--- config.mk ---
export PLATFORM = sky130hd
export DESIGN_NAME = sgw_fifo
export DESIGN_NICKNAME = d
export VERILOG_FILES = /design/src/sv/sgw_fifo.sv
export SDC_FILE = /design/constraint.sdc
export NUM_CORES = 1
export LEC_CHECK = 0
export ABC_CLOCK_PERIOD_IN_PS = 6700
export BUFFER_PORTS_ARGS = -buffer_cell sky130_fd_sc_hd__buf_2
export CORE_MARGIN = 2
export CORE_UTILIZATION = 40
export CTS_CLUSTER_SIZE = 8
export DETAILED_ROUTE_END_ITERATION = 10
export PLACE_DENSITY = 0.68
export RECOVER_POWER = 25
export SYNTH_ARGS = -nofsm -noshare
export SYNTH_HDL_FRONTEND = slang
export SYNTH_SLANG_ARGS = --single-unit
--- constraint.sdc ---
create_clock -name clk -period 6.7 [get_ports clk]
set_input_delay 0.67 -clock clk [delete_from_list [all_inputs] [get_ports clk]]
set_output_delay 0.67 -clock clk [all_outputs]
set_load 0.005 [all_outputs]
--- src/sv/sgw_fifo.sv ---
// Small register queue with push/full and pop/empty sides.
`timescale 1ns / 1ps
`default_nettype none

module sgw_fifo #(
  parameter int WIDTH = 1,
  parameter int DEPTH = 4
) (
  input  wire              clk,
  input  wire              rst_n,
  input  wire              push,
  output logic             full,
  input  wire  [WIDTH-1:0] wdata,
  input  wire              pop,
  output logic             empty,
  output logic [WIDTH-1:0] rdata
);

  localparam int AW = $clog2(DEPTH);

  logic [WIDTH-1:0] mem_r [DEPTH];
  logic [AW-1:0]    wr_ptr_r, rd_ptr_r;
  logic [AW:0]      cnt_r;
  logic             do_push, do_pop;

  assign full    = (cnt_r == (AW+1)'(DEPTH));
  assign empty   = (cnt_r == '0);
  assign do_push = push && !full;
  assign do_pop  = pop && !empty;
  assign rdata   = mem_r[rd_ptr_r];

  always_ff @(posedge clk) begin
    if (!rst_n) begin
      wr_ptr_r <= '0;
      rd_ptr_r <= '0;
      cnt_r    <= '0;
    end else begin
      if (do_push) wr_ptr_r <= wr_ptr_r + 1'b1;
      if (do_pop) rd_ptr_r <= rd_ptr_r + 1'b1;
      cnt_r <= cnt_r + (AW+1)'(do_push) - (AW+1)'(do_pop);
    end
  end

  always_ff @(posedge clk) begin
    if (do_push) mem_r[wr_ptr_r] <= wdata;
  end

endmodule

`default_nettype wire

==> impl_metrics.ini, run 1 <==
[run_status]
status = completed

[floorplan]
start_util_pct = 42.35
coreArea_sq_mm = 0.001489
die_h_um = 43.71
dieWidth_um = 43.71
die_area_sq_mm = 0.001910
io_pins = 8
rows = 14

[place]
gp_congestion = 0.7502
dpl_cell_area_sq_um = 670.6
portBuffers = 7
dp_hpwl_um = 649.7

[logic_synthesis]
synth_compound_area_share_pct = 3.571
synth-xor-area-share_pct = 2.778
synth-simple-area-share_pct = 18.85
synth_mux_area_share_pct = 6.746
synth-edff-count = 4
ys_seq_area_share_pct = 47.62
synth_cell_type_count = 19
syn_nets = 67
netlist_area_sq_um = 630.6
syn_inst = 55
ys_seq_elements = 13
ys_warn_count = 0
synth-async-reset-ratio_pct = 0
synthFlopType = dfxtp_1
synth.avg_cell_area_sq_um = 11.47
synth_fa_ha_area_share_pct = 15.08
synth_top_family_by_area = simple AND/OR/NAND/NOR gates

[sta]
fin_crit_ns = 2.397
fin_skew_ns = 0.001248
finalSetupTns_ns = 0
fmax_mhz = 417.1
maxSlewHeadroom_pct = 69.82
fin_crit_sh_pct = 35.78
setup_viol = 0
hold_viol = 0
max_slew.worst_pin.slew_ns = 0.4492
grt_setup_unrepaired = false
maxSlewViolCount = 0

[clocking]
cts_setup_buffers = 0
clock_sinks = 13
numCtsBuffers = 3
clock_latency_ns = 0.27
htreeDepth = 1
cts_tree = built
root_buffer = clkbuf_4
clockBufferDepth = 2
ctsResizeCount = 0
cts.clk_slew.worst_paths_ns = 0.08
hold_buffers = 0

[critical_path]
cp-start-kind = flop
crit_type = reg -> reg
r2r_slack_ns = 4.30
critPathArrivalTime_ns = 2.57
r2r_start = cnt_r[1]$_SDFF_PN0_
crit_required_ns = 6.87
worstSetupEndpointType = flop
crit-reg2reg-capture = cnt_r[2]$_SDFF_PN0_
cp_max_fo = 7
reg2reg_depth = 11

[finish]
final_layout_size_suffix_gt1_share_pct = 17.19
syn_to_final_growth_pct = 9.524
final_nets = 77
n_fill_cell = 138
postLayoutCellArea_sq_um = 690.7
n_antenna_cell = 0

[hold_path]
min_from = rd_ptr_r[0]$_SDFFE_PN0P_
hp-class = reg -> reg
holdPathStages = 2

[global_route]
grt_antenna_before_repair = 0
grt_pass1_wl_um = 1497
grtUsageTotal_pct = 11.58
grt_pass1_vias = 388
grt_max_degree = 11
grt-ovfl-total = 0

[power]
vdd_ir_drop_max_mv = 0.1530
p_leak_nw = 0.2894
power_uw = 234.4
power_density_mw_per_mm2 = 339.3

[routing]
ant_nets = 0
wl_um = 852
vias = 385
vias_per_cell = 4.813
drtIter0Drc = 1
drc = 0
avgRoutedWirePerCell_um = 10.65
drtPass1Iterations = 2

[flow_run]
maxCapViolations = 0
-- stage by stage --
step                hold WS [ns]  cells  util (%)  setup WS (ns)
global placement          0.4759     76     45.04          4.091
detailed placement        0.4862     76     45.04          4.060
finish                    0.4954     80     46.39          4.303
floorplan                 0.4560     55         -          4.372
CTS                       0.5009     80     46.81          4.247
global route              0.5435     80     46.39          4.070
-- worst max path at each step --
stage	from	to	slack [ns]	cells after the start
3_3_place_gp	push	cnt_r[2]$_SDFF_PN0_	4.09	11
2_1_floorplan	push	cnt_r[2]$_SDFF_PN0_	4.37	11
5_1_grt	cnt_r[1]$_SDFF_PN0_	cnt_r[2]$_SDFF_PN0_	4.07	11
4_1_cts	cnt_r[1]$_SDFF_PN0_	cnt_r[2]$_SDFF_PN0_	4.25	11
6_report	cnt_r[1]$_SDFF_PN0_	cnt_r[2]$_SDFF_PN0_	4.30	11
3_5_place_dp	push	cnt_r[2]$_SDFF_PN0_	4.06	11
-- Yosys cell counts, drive strengths merged, types with 2 or more instances --
library cell	number	area [sq um]
dfxtp	9	180.2
edfxtp	4	120.1
ha	6	75.07
and2	6	37.54
nor2b	3	18.77
xnor2	2	17.52
mux2i	2	20.02
nand2	6	22.52
o21ai	3	15.01
inv	5	18.77
-- power by group --
group | total (mW) | switching (mW) | internal, mW | leakage, nW
logic | 0.0743 | 0.0343 | 0.0400 | 0.164
registers | 0.112 | 0.0128 | 0.0992 | 0.111
clock network | 0.0481 | 0.0250 | 0.0231 | 0.0150
total | 0.234 | 0.0721 | 0.162 | 0.289
-- cell type report --
class,count,area [sq um],share of cell area [%]
clock buffers,4,26.28,3.804
multi-input cells,35,291.5,42.21
repair buffers,7,33.78,4.891
flip-flops and latches,13,300.3,43.48
well taps,16,20.02,2.899
inverters,5,18.77,2.717
-- cells in the final DEF, fill, tap and decap left out --
cell type,instances
dfxtp_1,9
and2_1,6
nand2_1,6
ha_1,6
buf_2,6
inv_1,5
edfxtp_1,4
nor2b_1,3
o21ai_0,3
clkbuf_4,3
mux2i_1,2
xnor2_1,2
clkbuf_1,2
nor3_1,1
nor3b_2,1
mux4_2,1
nand4bb_1,1
or3_1,1
a21boi_1,1
fa_1,1
-- layer usage --
| layer | track usage (%) | wire (um) |
|---|---|---|
| met1 | 11.94 | 403 |
| met2 | 18.24 | 404 |
| met3 | 7.500 | 36 |
| met4 | 5.455 | 8 |
| met5 | 0 | 0 |
-- kinds of logic after synthesis --
| group | count (synthesis) |
|---|---|
| compound gates | 4 |
| xor+xnor | 2 |
| fa+ha+maj | 7 |
| buf+inv | 7 |
| flops | 13 |
| mux | 3 |
| simple gates | 19 |
-- worst max-delay path: stages (launching register included) --
cell     delay, ns
dfxtp_1       0.44
nor3b_2       0.09
nor2b_1       0.36
inv_1         0.08
ha_1          0.29
inv_1         0.05
ha_1          0.14
inv_1         0.05
fa_1          0.37
xnor2_1       0.15
xnor2_1       0.13
and2_1        0.15
No activity file was read; power rests on OpenSTA's default activity.
==> run 2, diff against run 1 <==
- ABC_CLOCK_PERIOD_IN_PS: 6700 -> 1950
- PLACE_DENSITY: 0.68 -> 0.7
- clock period: 6.7 -> 1.95 ns (I/O delays scaled with it)
==> impl_metrics.ini, run 2 (same netlist as run 1, synthesis figures left out) <==
[clocking]
root_buffer = clkbuf_4
numCtsBuffers = 3
clock_sinks = 13
clockBufferDepth = 2
cts.clk_slew.worst_paths_ns = 0.08
clock_latency_ns = 0.27
cts_tree = built
htreeDepth = 1

[global_route]
grt_pass1_wl_um = 1718
grt-ovfl-total = 0
grt_pass1_vias = 439
grtUsageTotal_pct = 13.10
grt_antenna_before_repair = 0
grtUsageMet1_pct = 13.16
met3_usage_pct = 2.500
grt.busiest_layer = met2
grt_max_degree = 11
grt_use_met2_pct = 22.94

[critical_path]
r2r_slack_ns = -0.02
crit_required_ns = 2.12
crit-reg2reg-capture = cnt_r[2]$_SDFF_PN0_
crit_type = reg -> reg
r2r_start = cnt_r[0]$_SDFF_PN0_
cp_max_fo = 3
reg2reg_depth = 11
critPathArrivalTime_ns = 2.13
worstSetupEndpointType = flop
cp-start-kind = flop

[sta]
hold_viol = 0
fin_skew_ns = 0.0006285
max_slew.worst_pin.slew_ns = 0.1882
maxSlewViolCount = 0
grt_setup_unrepaired = true
setup_viol = 1
fin_crit_sh_pct = 100.8
layout_setup_ws_ns = -0.01549
fin_crit_ns = 1.965
maxSlewHeadroom_pct = 87.44
fmax_mhz = 508.8
whs_ns = 0.2053

[power]
p_leak_nw = 0.3554
power_density_mw_per_mm2 = 1202
p_sw_uw = 318.8
power_mw = 1.017
vdd_ir_drop_max_mv = 0.5554
cell_internal_pwr_uw = 697.7
clockPowerShare_pct = 16.0
p_comb_share_pct = 43.9
switching_share_pct = 31.36
p_seq_share_pct = 40.1

[finish]
final_layout_size_suffix_gt1_share_pct = 49.33
n_antenna_cell = 0
final_cell_mix = buf_4 (11), nand2_1 (6), dfxtp_1 (6), buf_2 (6), and2_1 (5)
final_nets = 88
postLayoutCellArea_sq_um = 845.8
final_common_cell = buf_4
syn_to_final_growth_pct = 34.13
n_fill_cell = 120

[hold_path]
hold_path_end = mem_r[2]$_DFFE_PP_
holdPathStages = 1
min_from = wdata
hp-class = in -> reg

[routing]
drc = 0
ant_nets = 0
avgRoutedWirePerCell_um = 11.32
drtIter0Drc = 6
drtPass1Iterations = 2
vias_per_cell = 4.725
vias = 430
wl_um = 1030

[floorplan]
io_pins = 8
coreArea_sq_mm = 0.001489
die_h_um = 43.71
die_area_sq_mm = 0.001910
start_util_pct = 42.35
rows = 14
dieWidth_um = 43.71

[place]
gp_congestion = 0.7342
dpl_cell_area_sq_um = 762.0
portBuffers = 7

[run_status]
status = complete, but fails checks
violations = negative setup slack

[flow_run]
maxCapViolations = 0
## run 2: worst max path at each step
stage          slack [ns]                   to           startpoint  depth (start not counted)
6_report            -0.02  cnt_r[2]$_SDFF_PN0_  cnt_r[0]$_SDFF_PN0_                         11
5_1_grt             -0.08  cnt_r[2]$_SDFF_PN0_  cnt_r[2]$_SDFF_PN0_                         11
4_1_cts            -0.001  cnt_r[2]$_SDFF_PN0_  cnt_r[2]$_SDFF_PN0_                         11
3_5_place_dp        -0.10  cnt_r[2]$_SDFF_PN0_  cnt_r[0]$_SDFF_PN0_                         10
3_3_place_gp        -0.04  cnt_r[2]$_SDFF_PN0_  cnt_r[0]$_SDFF_PN0_                         10
2_1_floorplan       -0.11  cnt_r[2]$_SDFF_PN0_  cnt_r[0]$_SDFF_PN0_                         12
## run 2: metrics by stage
stage          utilization, %  cells  setup TNS [ns]  setup WS, ns
2_1_floorplan               -     55         -0.1062       -0.1062
3_3_place_gp            51.18     81        -0.04076      -0.04076
3_5_place_dp            51.18     81         -0.1042       -0.1042
4_1_cts                 56.39     91       -0.001247     -0.001247
5_1_grt                 56.81     91        -0.08357      -0.08357
6_report                56.81     91        -0.01549      -0.01549
## run 2: area by class of cell
type	count	area, sq um	area share [%]
clock inverters	1	5.005	0.5917
multi-input cells	35	351.6	41.57
flip-flops and latches	13	311.5	36.83
well taps	16	20.02	2.367
repair buffers	18	116.4	13.76
inverters	5	18.77	2.219
clock buffers	3	22.52	2.663
## run 2: worst max-delay path, cell delays in order, from the launching register on
cell and delay (ns):
dfxtp_4 0.37, nor3b_4 0.23, nor2b_2 0.08, inv_2 0.07, ha_4 0.19, inv_2 0.06, ha_4 0.12, inv_2 0.03
fa_2 0.34, xnor2_2 0.14, xnor2_1 0.11, and2_1 0.12
## run 2: routing by layer
| layer | routed length [um] | part of all wire (%) | vias up |
|---|---|---|---|
| met2 | 501 | 49 | 6 |
| met3 | 36 | 3.5 | 2 |
| met1 | 472 | 46 | 200 |
| li1 | - | - | 222 |
| met5 | 0 | 0 | - |
| met4 | 19 | 1.8 | 0 |
## run 2: power groups by stage
stage / logic (mW) / clock network [mW] / registers [mW]
after global routing: 0.496 / 0.180 / 0.417
after CTS: 0.434 / 0.171 / 0.408
after global placement: 0.376 / 0 / 0.412
after detailed placement: 0.394 / 0 / 0.414
final: 0.446 / 0.163 / 0.407
after floorplan: 0.270 / 0 / 0.411
## run 2: timing repair
item	4_1_cts	5_1_grt
pin swaps	5	1
buffers inserted	6	1
hold buffers	0	0
setup endpoints to repair	1	5
gates resized for setup	2	3
